File: src/sv/rsra_pkg.sv
// ----------------------------------------------------------------------------
// rsra_pkg
// Types and constants shared by the readback slot ring allocator modules.
// ----------------------------------------------------------------------------
`default_nettype none

package rsra_pkg;

   // request channel layout
   localparam int REQ_DATA_W     = 136;
   localparam int REQ_USER_W     = 2;
   localparam int BYTES_LSB      = 0;
   localparam int TEX_W_LSB      = 32;
   localparam int TEX_H_LSB      = 47;
   localparam int PIX_LSB        = 62;
   localparam int FRAME_LSB      = 67;
   localparam int TEX_DIM_W      = 15;
   localparam int PIX_W          = 5;
   localparam int FRAME_W        = 64;
   localparam int SIZE_W         = 32;
   localparam int PRODUCT_W      = 35;
   localparam int AREA_W         = 30;

   // response channel layout
   localparam int RSP_DATA_W     = 72;
   localparam int KIND_W         = 3;
   localparam int SLOT_IDX_W     = 3;
   localparam int PENDING_W      = 4;
   localparam int RETIRED_W      = 32;
   localparam int RSP_IDX_LSB    = 0;
   localparam int RSP_BYTES_LSB  = 3;
   localparam int RSP_PEND_LSB   = 35;
   localparam int RSP_RET_LSB    = 39;

   // configuration
   localparam int CSR_IDX_W      = 1;
   localparam int CSR_DATA_W     = 32;
   localparam int FIF_W          = 4;
   localparam logic [SIZE_W-1:0] MAX_SIZE_RESET = 32'd4194304;
   localparam logic [FIF_W-1:0]  FIF_RESET      = 4'd2;

   localparam logic [CSR_IDX_W-1:0] CSR_MAX_SIZE         = 1'b0;
   localparam logic [CSR_IDX_W-1:0] CSR_FRAMES_IN_FLIGHT = 1'b1;

   // retirements reported by one poll at most
   localparam int MAX_RESULTS    = 8;
   localparam int HITS_W         = 4;

   typedef enum logic [REQ_USER_W-1:0] {
      MODE_BUFFER  = 2'd0,
      MODE_TEXTURE = 2'd1,
      MODE_POLL    = 2'd2
   } mode_type;

   typedef enum logic [KIND_W-1:0] {
      KIND_ACCEPTED   = 3'd0,
      KIND_TOO_LARGE  = 3'd1,
      KIND_RING_FULL  = 3'd2,
      KIND_RETIRED    = 3'd3,
      KIND_POLL_EMPTY = 3'd4
   } kind_type;

   typedef enum logic [2:0] {
      ST_IDLE,
      ST_MUL,
      ST_CLAIM,
      ST_SCAN,
      ST_FINISH
   } state_type;

   typedef struct packed {
      logic capture;
      logic mul;
      logic claim;
      logic eval;
      logic finish;
   } cmd_type;

   typedef struct packed {
      logic out_busy;
      logic eligible;
      logic hold_valid;
      logic scan_done;
   } status_type;

endpackage

`default_nettype wire

File: src/sv/rsra_ctrl.sv
// ----------------------------------------------------------------------------
// rsra_ctrl
// Sequencer for requests and polls: accepts a request, steps the slot scan
// and holds off whenever the response register cannot be loaded.
// ----------------------------------------------------------------------------
`default_nettype none

module rsra_ctrl (
   input  wire logic                                 clock,
   input  wire logic                                 reset,
   input  wire logic                                 req_tvalid,
   output logic                                      req_tready,
   input  wire logic [rsra_pkg::REQ_USER_W-1:0]      req_mode,
   input  wire rsra_pkg::status_type                 status,
   output rsra_pkg::cmd_type                         cmd
);

   rsra_pkg::state_type state_ff;
   rsra_pkg::state_type state_in;

   always_ff @(posedge clock) begin
      if (reset) begin
         state_ff <= rsra_pkg::ST_IDLE;
      end else begin
         state_ff <= state_in;
      end
   end

   always_comb begin
      state_in   = state_ff;
      cmd        = '0;
      req_tready = 1'b0;
      unique case (state_ff)
         rsra_pkg::ST_IDLE: begin
            req_tready = 1'b1;
            if (req_tvalid) begin
               cmd.capture = 1'b1;
               unique case (req_mode)
                  rsra_pkg::MODE_BUFFER:  state_in = rsra_pkg::ST_CLAIM;
                  rsra_pkg::MODE_TEXTURE: state_in = rsra_pkg::ST_MUL;
                  rsra_pkg::MODE_POLL:    state_in = rsra_pkg::ST_SCAN;
                  default:                state_in = rsra_pkg::ST_IDLE;
               endcase
            end
         end
         rsra_pkg::ST_MUL: begin
            cmd.mul  = 1'b1;
            state_in = rsra_pkg::ST_CLAIM;
         end
         rsra_pkg::ST_CLAIM: begin
            if (!status.out_busy) begin
               cmd.claim = 1'b1;
               state_in  = rsra_pkg::ST_IDLE;
            end
         end
         rsra_pkg::ST_SCAN: begin
            // a second retirement pushes the held one out
            if (!(status.eligible && status.hold_valid && status.out_busy)) begin
               cmd.eval = 1'b1;
               if (status.scan_done) begin
                  state_in = rsra_pkg::ST_FINISH;
               end
            end
         end
         rsra_pkg::ST_FINISH: begin
            if (!status.out_busy) begin
               cmd.finish = 1'b1;
               state_in   = rsra_pkg::ST_IDLE;
            end
         end
         default: begin
            state_in = rsra_pkg::ST_IDLE;
         end
      endcase
   end

   a_idle_no_hold: assert property (@(posedge clock) disable iff (reset)
      (state_ff == rsra_pkg::ST_IDLE) |-> !status.hold_valid)
      else $error("held retirement left over outside a poll");

   a_scan_ends_in_finish: assert property (@(posedge clock) disable iff (reset)
      (cmd.eval && status.scan_done) |=> (state_ff == rsra_pkg::ST_FINISH))
      else $error("slot scan did not close the poll");

endmodule

`default_nettype wire

File: src/sv/rsra_dp.sv
// ----------------------------------------------------------------------------
// rsra_dp
// Slot ring datapath: active flags, slot memories, size product, poll scan,
// held retirement and the response register.
// ----------------------------------------------------------------------------
`default_nettype none

module rsra_dp #(
   parameter int RING_SLOTS = 8
) (
   input  wire logic                                 clock,
   input  wire logic                                 reset,
   input  wire logic [rsra_pkg::REQ_DATA_W-1:0]      req_tdata,
   input  wire logic [rsra_pkg::REQ_USER_W-1:0]      req_mode,
   input  wire logic                                 csr_we,
   input  wire logic [rsra_pkg::CSR_IDX_W-1:0]       csr_index,
   input  wire logic [rsra_pkg::CSR_DATA_W-1:0]      csr_wdata,
   input  wire rsra_pkg::cmd_type                    cmd,
   output rsra_pkg::status_type                      status,
   output logic                                      rsp_tvalid,
   input  wire logic                                 rsp_tready,
   output logic [rsra_pkg::RSP_DATA_W-1:0]           rsp_tdata,
   output logic [rsra_pkg::KIND_W-1:0]               rsp_tuser,
   output logic                                      rsp_tlast
);

   localparam int IDX_W    = (RING_SLOTS > 1) ? $clog2(RING_SLOTS) : 1;
   localparam int CNT_W    = $clog2(RING_SLOTS + 1);
   localparam int SZ_W     = rsra_pkg::SIZE_W;
   localparam int PROD_W   = rsra_pkg::PRODUCT_W;
   localparam int FR_W     = rsra_pkg::FRAME_W;
   localparam int OIDX_W   = rsra_pkg::SLOT_IDX_W;
   localparam int OPEND_W  = rsra_pkg::PENDING_W;
   localparam int HIT_W    = rsra_pkg::HITS_W;
   localparam logic [IDX_W-1:0] LAST_IDX  = IDX_W'(RING_SLOTS - 1);
   localparam logic [HIT_W-1:0] LAST_HIT  = HIT_W'(rsra_pkg::MAX_RESULTS - 1);

   // request fields
   logic [SZ_W-1:0]                     f_bytes;
   logic [rsra_pkg::TEX_DIM_W-1:0]      f_width;
   logic [rsra_pkg::TEX_DIM_W-1:0]      f_height;
   logic [rsra_pkg::PIX_W-1:0]          f_pix;
   logic [FR_W-1:0]                     f_frame;

   assign f_bytes  = req_tdata[rsra_pkg::BYTES_LSB +: SZ_W];
   assign f_width  = req_tdata[rsra_pkg::TEX_W_LSB +: rsra_pkg::TEX_DIM_W];
   assign f_height = req_tdata[rsra_pkg::TEX_H_LSB +: rsra_pkg::TEX_DIM_W];
   assign f_pix    = req_tdata[rsra_pkg::PIX_LSB +: rsra_pkg::PIX_W];
   assign f_frame  = req_tdata[rsra_pkg::FRAME_LSB +: FR_W];

   // registers
   logic [SZ_W-1:0]                 max_size_ff, max_size_in;
   logic [rsra_pkg::FIF_W-1:0]      fif_ff, fif_in;
   logic [RING_SLOTS-1:0]           active_ff, active_in;
   logic [IDX_W-1:0]                next_slot_ff, next_slot_in;
   logic [CNT_W-1:0]                pending_ff, pending_in;
   logic [rsra_pkg::RETIRED_W-1:0]  retired_ff, retired_in;
   logic [FR_W-1:0]                 cur_frame_ff, cur_frame_in;
   logic [PROD_W-1:0]               size_ff, size_in;
   logic [rsra_pkg::AREA_W-1:0]     area_ff, area_in;
   logic [rsra_pkg::PIX_W-1:0]      pix_ff, pix_in;
   logic [IDX_W-1:0]                scan_idx_ff, scan_idx_in;
   logic [HIT_W-1:0]                hits_ff, hits_in;

   logic                            hold_valid_ff, hold_valid_in;
   logic [IDX_W-1:0]                hold_idx_ff, hold_idx_in;
   logic [SZ_W-1:0]                 hold_bytes_ff, hold_bytes_in;
   logic [CNT_W-1:0]                hold_pend_ff, hold_pend_in;
   logic [rsra_pkg::RETIRED_W-1:0]  hold_ret_ff, hold_ret_in;

   logic                            out_valid_ff, out_valid_in;
   rsra_pkg::kind_type              out_kind_ff, out_kind_in;
   logic [OIDX_W-1:0]               out_idx_ff, out_idx_in;
   logic [SZ_W-1:0]                 out_bytes_ff, out_bytes_in;
   logic [OPEND_W-1:0]              out_pend_ff, out_pend_in;
   logic [rsra_pkg::RETIRED_W-1:0]  out_ret_ff, out_ret_in;
   logic                            out_last_ff, out_last_in;
   logic                            out_load;

   // slot memories
   logic [SZ_W-1:0]                 slot_size_mem [RING_SLOTS];
   logic [FR_W-1:0]                 slot_frame_mem [RING_SLOTS];
   logic [SZ_W-1:0]                 rd_size_ff;
   logic [FR_W-1:0]                 rd_frame_ff;
   logic                            mem_we;

   // free slot search and eligibility
   logic                            free_hi, free_lo;
   logic [IDX_W-1:0]                free_hi_idx, free_lo_idx, free_idx;
   logic                            too_large;
   logic                            eligible;

   always_comb begin
      free_hi     = 1'b0;
      free_lo     = 1'b0;
      free_hi_idx = '0;
      free_lo_idx = '0;
      for (int i = RING_SLOTS - 1; i >= 0; i--) begin
         if (!active_ff[i]) begin
            free_lo     = 1'b1;
            free_lo_idx = IDX_W'(i);
            if (i >= int'(next_slot_ff)) begin
               free_hi     = 1'b1;
               free_hi_idx = IDX_W'(i);
            end
         end
      end
      free_idx = free_hi ? free_hi_idx : free_lo_idx;
   end

   assign too_large = size_ff > {{(PROD_W - SZ_W){1'b0}}, max_size_ff};
   assign eligible  = active_ff[scan_idx_ff] &&
                      ({1'b0, cur_frame_ff} >= ({1'b0, rd_frame_ff} + (FR_W + 1)'(fif_ff)));

   assign status.out_busy   = out_valid_ff && !rsp_tready;
   assign status.eligible   = eligible;
   assign status.hold_valid = hold_valid_ff;
   assign status.scan_done  = (scan_idx_ff == LAST_IDX) || (eligible && hits_ff == LAST_HIT);

   always_comb begin
      max_size_in   = max_size_ff;
      fif_in        = fif_ff;
      active_in     = active_ff;
      next_slot_in  = next_slot_ff;
      pending_in    = pending_ff;
      retired_in    = retired_ff;
      cur_frame_in  = cur_frame_ff;
      size_in       = size_ff;
      area_in       = area_ff;
      pix_in        = pix_ff;
      scan_idx_in   = scan_idx_ff;
      hits_in       = hits_ff;
      hold_valid_in = hold_valid_ff;
      hold_idx_in   = hold_idx_ff;
      hold_bytes_in = hold_bytes_ff;
      hold_pend_in  = hold_pend_ff;
      hold_ret_in   = hold_ret_ff;
      out_load      = 1'b0;
      out_kind_in   = out_kind_ff;
      out_idx_in    = out_idx_ff;
      out_bytes_in  = out_bytes_ff;
      out_pend_in   = out_pend_ff;
      out_ret_in    = out_ret_ff;
      out_last_in   = out_last_ff;
      mem_we        = 1'b0;

      if (csr_we) begin
         unique case (csr_index)
            rsra_pkg::CSR_MAX_SIZE:         max_size_in = csr_wdata;
            rsra_pkg::CSR_FRAMES_IN_FLIGHT: fif_in      = csr_wdata[rsra_pkg::FIF_W-1:0];
            default:                        max_size_in = max_size_ff;
         endcase
      end

      if (cmd.capture) begin
         unique case (req_mode)
            rsra_pkg::MODE_BUFFER: begin
               size_in = PROD_W'(f_bytes);
            end
            rsra_pkg::MODE_TEXTURE: begin
               area_in = f_width * f_height;
               pix_in  = f_pix;
            end
            rsra_pkg::MODE_POLL: begin
               cur_frame_in = f_frame;
               scan_idx_in  = '0;
               hits_in      = '0;
            end
            default: begin
               size_in = size_ff;
            end
         endcase
      end

      if (cmd.mul) begin
         size_in = PROD_W'(area_ff) * PROD_W'(pix_ff);
      end

      if (cmd.claim) begin
         out_load    = 1'b1;
         out_last_in = 1'b1;
         out_ret_in  = retired_ff;
         out_idx_in  = '0;
         out_bytes_in = '0;
         out_pend_in = OPEND_W'(pending_ff);
         if (too_large) begin
            out_kind_in = rsra_pkg::KIND_TOO_LARGE;
         end else if (free_lo) begin
            mem_we              = 1'b1;
            active_in[free_idx] = 1'b1;
            next_slot_in        = (free_idx == LAST_IDX) ? '0 : free_idx + 1'b1;
            pending_in          = pending_ff + 1'b1;
            out_kind_in         = rsra_pkg::KIND_ACCEPTED;
            out_idx_in          = OIDX_W'(free_idx);
            out_bytes_in        = size_ff[SZ_W-1:0];
            out_pend_in         = OPEND_W'(pending_ff + 1'b1);
         end else begin
            out_kind_in = rsra_pkg::KIND_RING_FULL;
         end
      end

      if (cmd.eval) begin
         if (scan_idx_ff != LAST_IDX) begin
            scan_idx_in = scan_idx_ff + 1'b1;
         end
         if (eligible) begin
            active_in[scan_idx_ff] = 1'b0;
            pending_in    = pending_ff - 1'b1;
            retired_in    = retired_ff + 1'b1;
            hits_in       = hits_ff + 1'b1;
            hold_valid_in = 1'b1;
            hold_idx_in   = scan_idx_ff;
            hold_bytes_in = rd_size_ff;
            hold_pend_in  = pending_ff - 1'b1;
            hold_ret_in   = retired_ff + 1'b1;
            if (hold_valid_ff) begin
               out_load     = 1'b1;
               out_kind_in  = rsra_pkg::KIND_RETIRED;
               out_idx_in   = OIDX_W'(hold_idx_ff);
               out_bytes_in = hold_bytes_ff;
               out_pend_in  = OPEND_W'(hold_pend_ff);
               out_ret_in   = hold_ret_ff;
               out_last_in  = 1'b0;
            end
         end
      end

      if (cmd.finish) begin
         out_load      = 1'b1;
         out_last_in   = 1'b1;
         hold_valid_in = 1'b0;
         if (hold_valid_ff) begin
            out_kind_in  = rsra_pkg::KIND_RETIRED;
            out_idx_in   = OIDX_W'(hold_idx_ff);
            out_bytes_in = hold_bytes_ff;
            out_pend_in  = OPEND_W'(hold_pend_ff);
            out_ret_in   = hold_ret_ff;
         end else begin
            out_kind_in  = rsra_pkg::KIND_POLL_EMPTY;
            out_idx_in   = '0;
            out_bytes_in = '0;
            out_pend_in  = OPEND_W'(pending_ff);
            out_ret_in   = retired_ff;
         end
      end

      if (out_load) begin
         out_valid_in = 1'b1;
      end else if (rsp_tready) begin
         out_valid_in = 1'b0;
      end else begin
         out_valid_in = out_valid_ff;
      end
   end

   always_ff @(posedge clock) begin
      if (reset) begin
         max_size_ff   <= rsra_pkg::MAX_SIZE_RESET;
         fif_ff        <= rsra_pkg::FIF_RESET;
         active_ff     <= '0;
         next_slot_ff  <= '0;
         pending_ff    <= '0;
         retired_ff    <= '0;
         cur_frame_ff  <= '0;
         scan_idx_ff   <= '0;
         hits_ff       <= '0;
         hold_valid_ff <= 1'b0;
         out_valid_ff  <= 1'b0;
      end else begin
         max_size_ff   <= max_size_in;
         fif_ff        <= fif_in;
         active_ff     <= active_in;
         next_slot_ff  <= next_slot_in;
         pending_ff    <= pending_in;
         retired_ff    <= retired_in;
         cur_frame_ff  <= cur_frame_in;
         scan_idx_ff   <= scan_idx_in;
         hits_ff       <= hits_in;
         hold_valid_ff <= hold_valid_in;
         out_valid_ff  <= out_valid_in;
      end
   end

   always_ff @(posedge clock) begin
      size_ff       <= size_in;
      area_ff       <= area_in;
      pix_ff        <= pix_in;
      hold_idx_ff   <= hold_idx_in;
      hold_bytes_ff <= hold_bytes_in;
      hold_pend_ff  <= hold_pend_in;
      hold_ret_ff   <= hold_ret_in;
      out_kind_ff   <= out_kind_in;
      out_idx_ff    <= out_idx_in;
      out_bytes_ff  <= out_bytes_in;
      out_pend_ff   <= out_pend_in;
      out_ret_ff    <= out_ret_in;
      out_last_ff   <= out_last_in;
   end

   // slot memories, read address follows the scan pointer
   always_ff @(posedge clock) begin
      if (mem_we) begin
         slot_size_mem[free_idx]  <= size_ff[SZ_W-1:0];
         slot_frame_mem[free_idx] <= cur_frame_ff;
      end
      rd_size_ff  <= slot_size_mem[scan_idx_in];
      rd_frame_ff <= slot_frame_mem[scan_idx_in];
   end

   assign rsp_tvalid = out_valid_ff;
   assign rsp_tuser  = out_kind_ff;
   assign rsp_tlast  = out_last_ff;
   assign rsp_tdata  = {1'b0, out_ret_ff, out_pend_ff, out_bytes_ff, out_idx_ff};

   a_pending_matches: assert property (@(posedge clock) disable iff (reset)
      pending_ff == CNT_W'($countones(active_ff)))
      else $error("pending count out of step with active slots");

   a_no_overwrite: assert property (@(posedge clock) disable iff (reset)
      (out_load && out_valid_ff) |-> rsp_tready)
      else $error("response register overwritten before it was taken");

   a_retire_in_scan: assert property (@(posedge clock) disable iff (reset)
      !$stable(retired_ff) |-> $past(cmd.eval))
      else $error("retired count moved outside the slot scan");

endmodule

`default_nettype wire

File: src/sv/readback_slot_ring_allocator.sv
// ----------------------------------------------------------------------------
// readback_slot_ring_allocator
// Ring of readback slots claimed by buffer and texture requests and retired
// by frame polls once they are old enough.
// ----------------------------------------------------------------------------
// One request at a time. A buffer request goes straight to the claim; a texture
// request first forms the width x height x bytes-per-pixel product over two
// registered multiplies. Each ends in one response. The poll scan reads one
// slot's frame stamp and size per cycle from the slot memories unless stalled
// by a full response register, and compares its age; every retired slot gives
// one response, the final one marked by tlast (none retired: one poll-empty
// response). Responses sit in an output register, so the next request is taken
// while the previous one's last response waits; only a full, untaken register stalls.
`default_nettype none

module readback_slot_ring_allocator #(
   parameter int RING_SLOTS = 8
) (
   input  wire logic                                 clock,
   input  wire logic                                 reset,
   input  wire logic                                 req_tvalid,
   output logic                                      req_tready,
   // byte_count, tex_width, tex_height, pixel_bytes, frame_number, zero fill
   input  wire logic [rsra_pkg::REQ_DATA_W-1:0]      req_tdata,
   // mode
   input  wire logic [rsra_pkg::REQ_USER_W-1:0]      req_tuser,
   output logic                                      rsp_tvalid,
   input  wire logic                                 rsp_tready,
   // slot_index, slot_bytes, pending_slots, retired_total, zero fill
   output logic [rsra_pkg::RSP_DATA_W-1:0]           rsp_tdata,
   // kind
   output logic [rsra_pkg::KIND_W-1:0]               rsp_tuser,
   output logic                                      rsp_tlast,
   input  wire logic                                 csr_we,
   input  wire logic [rsra_pkg::CSR_IDX_W-1:0]       csr_index,
   input  wire logic [rsra_pkg::CSR_DATA_W-1:0]      csr_wdata
);

   rsra_pkg::cmd_type    cmd;
   rsra_pkg::status_type status;

   rsra_ctrl u_ctrl (
      .clock      (clock),
      .reset      (reset),
      .req_tvalid (req_tvalid),
      .req_tready (req_tready),
      .req_mode   (req_tuser),
      .status     (status),
      .cmd        (cmd)
   );

   rsra_dp #(
      .RING_SLOTS (RING_SLOTS)
   ) u_dp (
      .clock      (clock),
      .reset      (reset),
      .req_tdata  (req_tdata),
      .req_mode   (req_tuser),
      .csr_we     (csr_we),
      .csr_index  (csr_index),
      .csr_wdata  (csr_wdata),
      .cmd        (cmd),
      .status     (status),
      .rsp_tvalid (rsp_tvalid),
      .rsp_tready (rsp_tready),
      .rsp_tdata  (rsp_tdata),
      .rsp_tuser  (rsp_tuser),
      .rsp_tlast  (rsp_tlast)
   );

endmodule

`default_nettype wire
File: config.mk
export PLATFORM = sky130hd
export DESIGN_NAME = readback_slot_ring_allocator
export DESIGN_NICKNAME = d
export VERILOG_FILES = /design/src/sv/rsra_pkg.sv /design/src/sv/rsra_ctrl.sv /design/src/sv/rsra_dp.sv /design/src/sv/readback_slot_ring_allocator.sv
export SDC_FILE = /design/constraint.sdc
export NUM_CORES = 2
export LEC_CHECK = 0
export BUFFER_PORTS_ARGS = -buffer_cell sky130_fd_sc_hd__clkbuf_2
export CORE_MARGIN = 1
export CORE_UTILIZATION = 56
export DETAILED_ROUTE_END_ITERATION = 12
export PLACE_DENSITY_LB_ADDON = 0.08
export SLEW_MARGIN = 20
export SYNTH_ARGS = -nofsm -noshare
export SYNTH_HDL_FRONTEND = slang
export SYNTH_SLANG_ARGS = --single-unit
File: constraint.sdc
create_clock -name clock -period 9.1 [get_ports clock]
set_input_delay 0.91 -clock clock [delete_from_list [all_inputs] [get_ports clock]]
set_output_delay 0.91 -clock clock [all_outputs]
set_load 0.005 [all_outputs]
Word level (Yosys, flattened, before mapping)
Memory sizes are Yosys's and may differ from the RTL's. A register that Yosys moved wholly into a read port is not among the register bits.
Index checks and enable logic that the tools add are counted.
Word-level totals
  register bits: 375
  memory bits (writable): 768
  bits of input ports: 176
  output and inout bits: 78
  logic and storage cells: 232
  memories kept: 2
Memories
  u_dp.slot_frame_mem: depth 8, bits a word 64, rd ports 1, clocked after Yosys merged registers in 1, write ports 1, RTL line rsra_dp.sv:82  | logic [FR_W-1:0] slot_frame_mem [RING_SLOTS];
  u_dp.slot_size_mem: depth 8, bits a word 32, rd ports 1, clocked after Yosys merged registers in 1, write ports 1, RTL line rsra_dp.sv:81  | logic [SZ_W-1:0] slot_size_mem [RING_SLOTS];
Cells by class
  add/sub/neg operators: 7
  multiply operators: 2
  order comparisons: 13
  equality and inequality tests: 14
  muxes and demuxes: 140
  bitwise operators: 5
  reduce and logical (&&, ||, !) cells: 24
Operators by type and width (number)
  two-way mux 32 bit: 14
  two-way mux 3 bit: 47
  two-way mux 35 bit: 3
  adder 64 x 4 -> 65 bit: 1
  >= comparator 64 x 65 -> 1 bit: 1
  two-way mux 4 bit: 15
  two-way mux 1 bit: 50
  two-way mux 8 bit: 5
  greater-than comparator 35 x 32 -> 1 bit: 1
  multiplier 30 x 5 -> 35 bit: 1
  adder 32 x 1 -> 32 bit (second input constant): 1
  multiplier 15 x 15 -> 30 bit: 1
  one-hot mux 3 bit (4 select lines): 1
  AND reduction 2 bit: 6
  == test 3 bit (second input constant): 3
  >= comparator 3 bit (first input constant): 3
  adder 4 x 1 -> 4 bit (second input constant): 2
  AND 8 bit: 1
  < comparator 3 x 4 -> 1 bit (second input constant): 2
  != test 2 bit (second input constant): 4
  NOT 8 bit: 1
  OR 8 bit: 1
  logical AND 1 bit: 7
  adder 3 x 1 -> 3 bit (second input constant): 2
  23 further kinds: 32

Depth between registers and ports, before layout
  word-level depth: 27
  depth in mapped cells: 26
  mapped depth without buffers: 23

Modules after synthesis
From an unflattened synthesis, not the netlist that was laid out.
Second synthesis, totals
  cells, all modules: 5815
  area total of the unflattened synthesis: 62412.4 um^2
Modules (own cells, without submodules)
  rsra_dp: instances 1, cells an instance 5780, area each 62135.8 um^2, sequential area each 33842.5 um^2
  rsra_ctrl: instances 1, cells an instance 35, area each 276.5 um^2, sequential area each 60.1 um^2

Least setup slack after synthesis
Ideal clock, no wire load.
  path kind: register -> register
  from: register u_dp.size_ff[12]
  to: memory u_dp.slot_frame_mem[4][0] (netlist bit), enable pin
  library setup time: 0.671 ns
  arrival: 9.265 ns
  required time: 8.429 ns
  path slack: -0.835 ns
  stages on the path, launching flop included: 11
  buffers on the path: 0
  clock period less this slack: 9.935 ns
  cell sequence: edfxtp_1 > ha_1 > a21o_1 > a21o_1 > a211o_1 > a21boi_0 > a211oi_1 > nor4b_1 > o21ai_1 > or3_1 > nor3_1
On the way
  cells in the longest elaborated chain, start to end: 5
Ends and longest elaborated chain
  from (decl): RTL line rsra_dp.sv:59  | logic [PROD_W-1:0] size_ff, size_in;
  from (signal assigned): RTL line rsra_dp.sv:285  | size_ff <= size_in;
  greater-than comparator 35 x 32 -> 1 bit: RTL line rsra_dp.sv:111  | assign too_large = size_ff > {{(PROD_W - SZ_W){1'b0}}, max_size_ff};
  two-way mux 1 bit: RTL line rsra_dp.sv:186  | if (too_large) begin
  two-way mux 1 bit: RTL line rsra_dp.sv:179  | if (cmd.claim) begin
  two-way mux 1 bit: RTL line rsra_dp.sv:302  | if (mem_we) begin
  two-way mux 1 bit (not written as such): RTL line rsra_dp.sv:304  | slot_frame_mem[free_idx] <= cur_frame_ff;
  to (decl): RTL line rsra_dp.sv:82
No other way between the ends.

Worst setup path in the final report
  from: register u_dp.fif_ff[1] (netlist bit)
  to: register u_dp.rd_size_ff[16] (read register of u_dp.slot_size_mem)
On the way
  cells in the longest elaborated chain, start to end: 8
Ends and longest elaborated chain
  from (decl): RTL line rsra_dp.sv:53  | logic [rsra_pkg::FIF_W-1:0] fif_ff, fif_in;
  from (signal assigned): RTL line rsra_dp.sv:259  | fif_ff <= rsra_pkg::FIF_RESET;
  from (signal assigned): RTL line rsra_dp.sv:271  | fif_ff <= fif_in;
  adder 64 x 4 -> 65 bit: RTL line rsra_dp.sv:113  | ({1'b0, cur_frame_ff} >= ({1'b0, rd_frame_ff} + (FR_W + 1)'(fif_ff)));
  >= comparator 64 x 65 -> 1 bit: RTL line rsra_dp.sv:113
  logical AND 1 bit: RTL line rsra_dp.sv:112  | assign eligible = active_ff[scan_idx_ff] &&
  logical AND 1 bit (2 in a row): RTL line rsra_ctrl.sv:58  | if (!(status.eligible && status.hold_valid && status.out_busy)) begin
  two-way mux 1 bit: RTL line rsra_ctrl.sv:58
  two-way mux 1 bit: RTL line rsra_ctrl.sv:33  | unique case (state_ff)
  two-way mux 3 bit: RTL line rsra_dp.sv:202  | if (cmd.eval) begin
  to (decl): RTL line rsra_dp.sv:83  | logic [SZ_W-1:0] rd_size_ff;
No other way between the ends.
A chain may end at the register's enable or synchronous reset.

==> results.json <==
{
  "dieArea_sq_um": 112000,
  "peakVddDrop_mv": 0.475,
  "p_sw_mw": 5.65,
  "clkLatencyLatePin_ns": 0.75,
  "drive_above_1_share": 0.122,
  "route.detailed.drc": 0,
  "crit_arrival_ns": 8.37,
  "drtAntennaViolNets": 0,
  "io_pins": 254,
  "crit_path_end_kind": "register",
  "wl_per_cell_um": 21.1,
  "cts_hold_buf": 0,
  "antenna_found_initial": 3,
  "synth_ff_type": "edfxtp_1",
  "clk_pin_slew_ns": 0.06,
  "dp_slack_ns": 1.31,
  "grt_overflow": 0,
  "power_mw": 17.6,
  "globalRoute.busiestLayer": "met2",
  "maxCapViolCount": 0,
  "syn_area_per_cell_sq_um": 12.5,
  "routabilityCongestion": 0.841,
  "postLayoutSetupSlackWorst_ns": 1.37,
  "gr-usage-met2": 0.432,
  "path_class": "register to register",
  "start_kind": "register",
  "switching_share": 0.321,
  "synth_fp_nets": 5638,
  "vias": 38809,
  "met1_usage": 0.353,
  "fin_nets": 5814,
  "pwr-share-seq": 0.371,
  "post_cts_buffers": 0,
  "synth-edff-count": 909,
  "leakage_nw": 25.7,
  "synth_seq_area_share": 0.546,
  "timing.final.crit_share": 0.849,
  "die_h_um": 335,
  "drtPass1Iterations": 7,
  "hold_class": "primary input to register",
  "grt_usage": 0.258,
  "clockBufferDepth": 3,
  "grt_pass1_wl_mm": 223,
  "power.density_nw_per_um2": 255,
  "met3_usage": 0.0324,
  "hold_viol_final": 0,
  "numCtsBuffers": 130,
  "num_rows": 121,
  "outcome": "complete, no violations",
  "synth_seq_cells": 1239,
  "slew_violations": 0,
  "synthArstFlopShare": 0,
  "final_cells": 6719,
  "multi_input_area_sq_um": 26000,
  "skew_ns": 0.0328,
  "fp.dieW_um": 335,
  "seq_area_sq_um": 33900,
  "dpl.cell_count": 6482,
  "synth_area_sq_um": 62100,
  "p_int_mw": 12.0,
  "fin_crit_ns": 7.73,
  "fmax_mhz": 129,
  "core_region_area_sq_um": 109000,
  "wl_mm": 142,
  "clock_sinks": 1239,
  "cp_max_fo": 72,
  "grt_pass1_vias": 39108,
  "portBuffers": 247,
  "synth_cells": 4962,
  "start_util": 0.568,
  "rsz0062_at_grt": "no",
  "required_ns": 9.75,
  "drt_iter0_markers": 2841,
  "slew-limit-headroom": 0.278,
  "n_fill_cell": 8548,
  "ctsResizeCount": 0,
  "tightest_slew_ns": 1.08,
  "synth_cell_types": 83,
  "cts_root_buf": "clkbuf_16",
  "finalSetupViolCount": 0,
  "p_comb_frac": 0.330,
  "cts_tree": "built",
  "h-tree-depth": 4,
  "grt_max_degree": 84,
  "layout-area-overhead-vs-synth_pct": 11.2,
  "clkPwrFrac": 0.299,
  "via_per_inst": 5.78,
  "hpwl_mm": 89.8,
  "ys_warn_count": 0
}
==> worst max-delay path, cell delays in order (launching register included) <==
cell	delay, ns
dfxtp_1	0.32
ha_1	0.28
a21o_1	0.11
a21oi_1	0.09
o21ai_1	0.30
nand2_1	0.23
or4_1	0.59
or2_2	0.41
nor2_1	0.36
nand3_1	0.18
nor2_1	0.19
xnor2_1	0.09
ha_1	0.30
nand4_1	0.20
nor4_1	0.59
nor4b_2	0.61
nor4b_1	0.31
a311o_1	0.38
o21a_2	0.32
mux2i_4	0.26
buf_4	0.32
buf_12	0.42
mux2i_1	0.15
a22o_1	0.29
a221oi_2	0.18
==> synth_stat cells (all sizes together) (99+ instances only) <==
cell type	count	share of area
a21oi	216	0.017
a221oi	99	0.023
a22o	131	0.018
and2	163	0.016
clkbuf	182	0.011
dfxtp	330	0.11
edfxtp	909	0.44
fa	252	0.081
ha	248	0.050
inv	307	0.019
mux2i	423	0.068
nand2	637	0.039
nor2	190	0.012
o21ai	134	0.011
==> cell type report <==
cell class | instances | share of cell area
clock inverters | 64 | 0.0105
diodes | 2 | 0.0000725
inverters | 308 | 0.0168
repair buffers | 308 | 0.0267
well taps | 1476 | 0.0267
clock buffers | 171 | 0.0511
multi-input cells | 3151 | 0.377
flip-flops and latches | 1239 | 0.491
==> cell families after synthesis <==
family,share of synthesized area
AO/OA/AOI/OAI,0.102
XOR/XNOR,0.0233
adder cells (fa/ha/maj),0.131
buffers and inverters,0.0375
flip-flops,0.546
multiplexers,0.0682
other,0.0000604
AND/OR/NAND/NOR,0.0919
==> placed cells by master (no fill, tap or decap), types with 15 or more instances in the layout <==
cell and n:
a31oi_1 15, a22o_1 131, o21ai_0 126, mux2i_1 422, nor2b_1 15, dfxtp_1 329, nand4_1 34, o21a_1 15
xnor2_1 92, edfxtp_1 909, clkinv_2 16, clkbuf_2 246, nor3_1 22, inv_1 305, a221oi_2 92, and2_1 163
buf_4 50, fa_1 252, nand3_1 63, clkbuf_1 30, a221o_1 34, and3_1 17, xor2_1 73, clkinv_1 21
clkbuf_16 131, or3_1 24, nand2_1 634, a211oi_1 46, ha_1 248, a21o_1 44, nor2_1 182, a21oi_1 214
==> layer usage <==
metal / vias up / part of all wire
li1: 18169 / -
met1: 19448 / 0.44
met2: 1007 / 0.49
met3: 185 / 0.051
met4: 0 / 0.022
met5: - / 0
==> sequential cells by signal, summed over array words and instances (netlist names), 4 cells and up <==
register,flops
u_dp.hold_ret_ff,32
u_dp.pix_ff,5
u_dp.area_ff,30
u_dp.hits_ff,4
u_dp.out_pend_ff,4
u_dp.rd_frame_ff,64
u_dp.fif_ff,4
u_dp.out_bytes_ff,32
u_dp.hold_pend_ff,4
u_dp.hold_bytes_ff,32
u_dp.cur_frame_ff,64
u_dp.rd_size_ff,32
u_dp.active_ff,8
u_dp.slot_size_mem,256
u_dp.out_ret_ff,32
u_dp.size_ff,35
u_dp.pending_ff,4
u_dp.retired_ff,32
u_dp.slot_frame_mem,512
u_dp.max_size_ff,32
==> power groups by stage <==
stage	logic, mW	registers [mW]	clock network [mW]
after floorplan	4.45	6.56	0
after CTS	5.91	6.53	5.37
after global placement	5.78	6.64	0
after detailed placement	5.85	6.65	0
final	5.81	6.53	5.27
after global routing	6.65	6.55	5.58
==> through the flow <==
step	util	hold slack, ns	cell area (sq um)	setup TNS (ns)
after floorplan	-	0.386	62100	-129.76
after global placement	0.592	0.389	64800	0
after detailed placement	0.593	0.389	64800	0
after CTS	0.632	0.305	69000	0
after global routing	0.632	0.320	69100	0
final	0.632	0.350	69100	0
==> worst paths after layout <==
path	depth (start not counted)	start	slack, ns	end
hold / removal	1	req_tdata[63]	0.35	u_dp.pix_ff[1]
setup / recovery	24	u_dp.fif_ff[1]	1.37	u_dp.rd_size_ff[16]
setup reg to reg	24	u_dp.fif_ff[1]	1.37	u_dp.rd_size_ff[16]
hold reg to reg	0	u_dp.rd_size_ff[31]	0.39	u_dp.hold_bytes_ff[31]
Note: power is estimated with default switching activity, not from simulation.
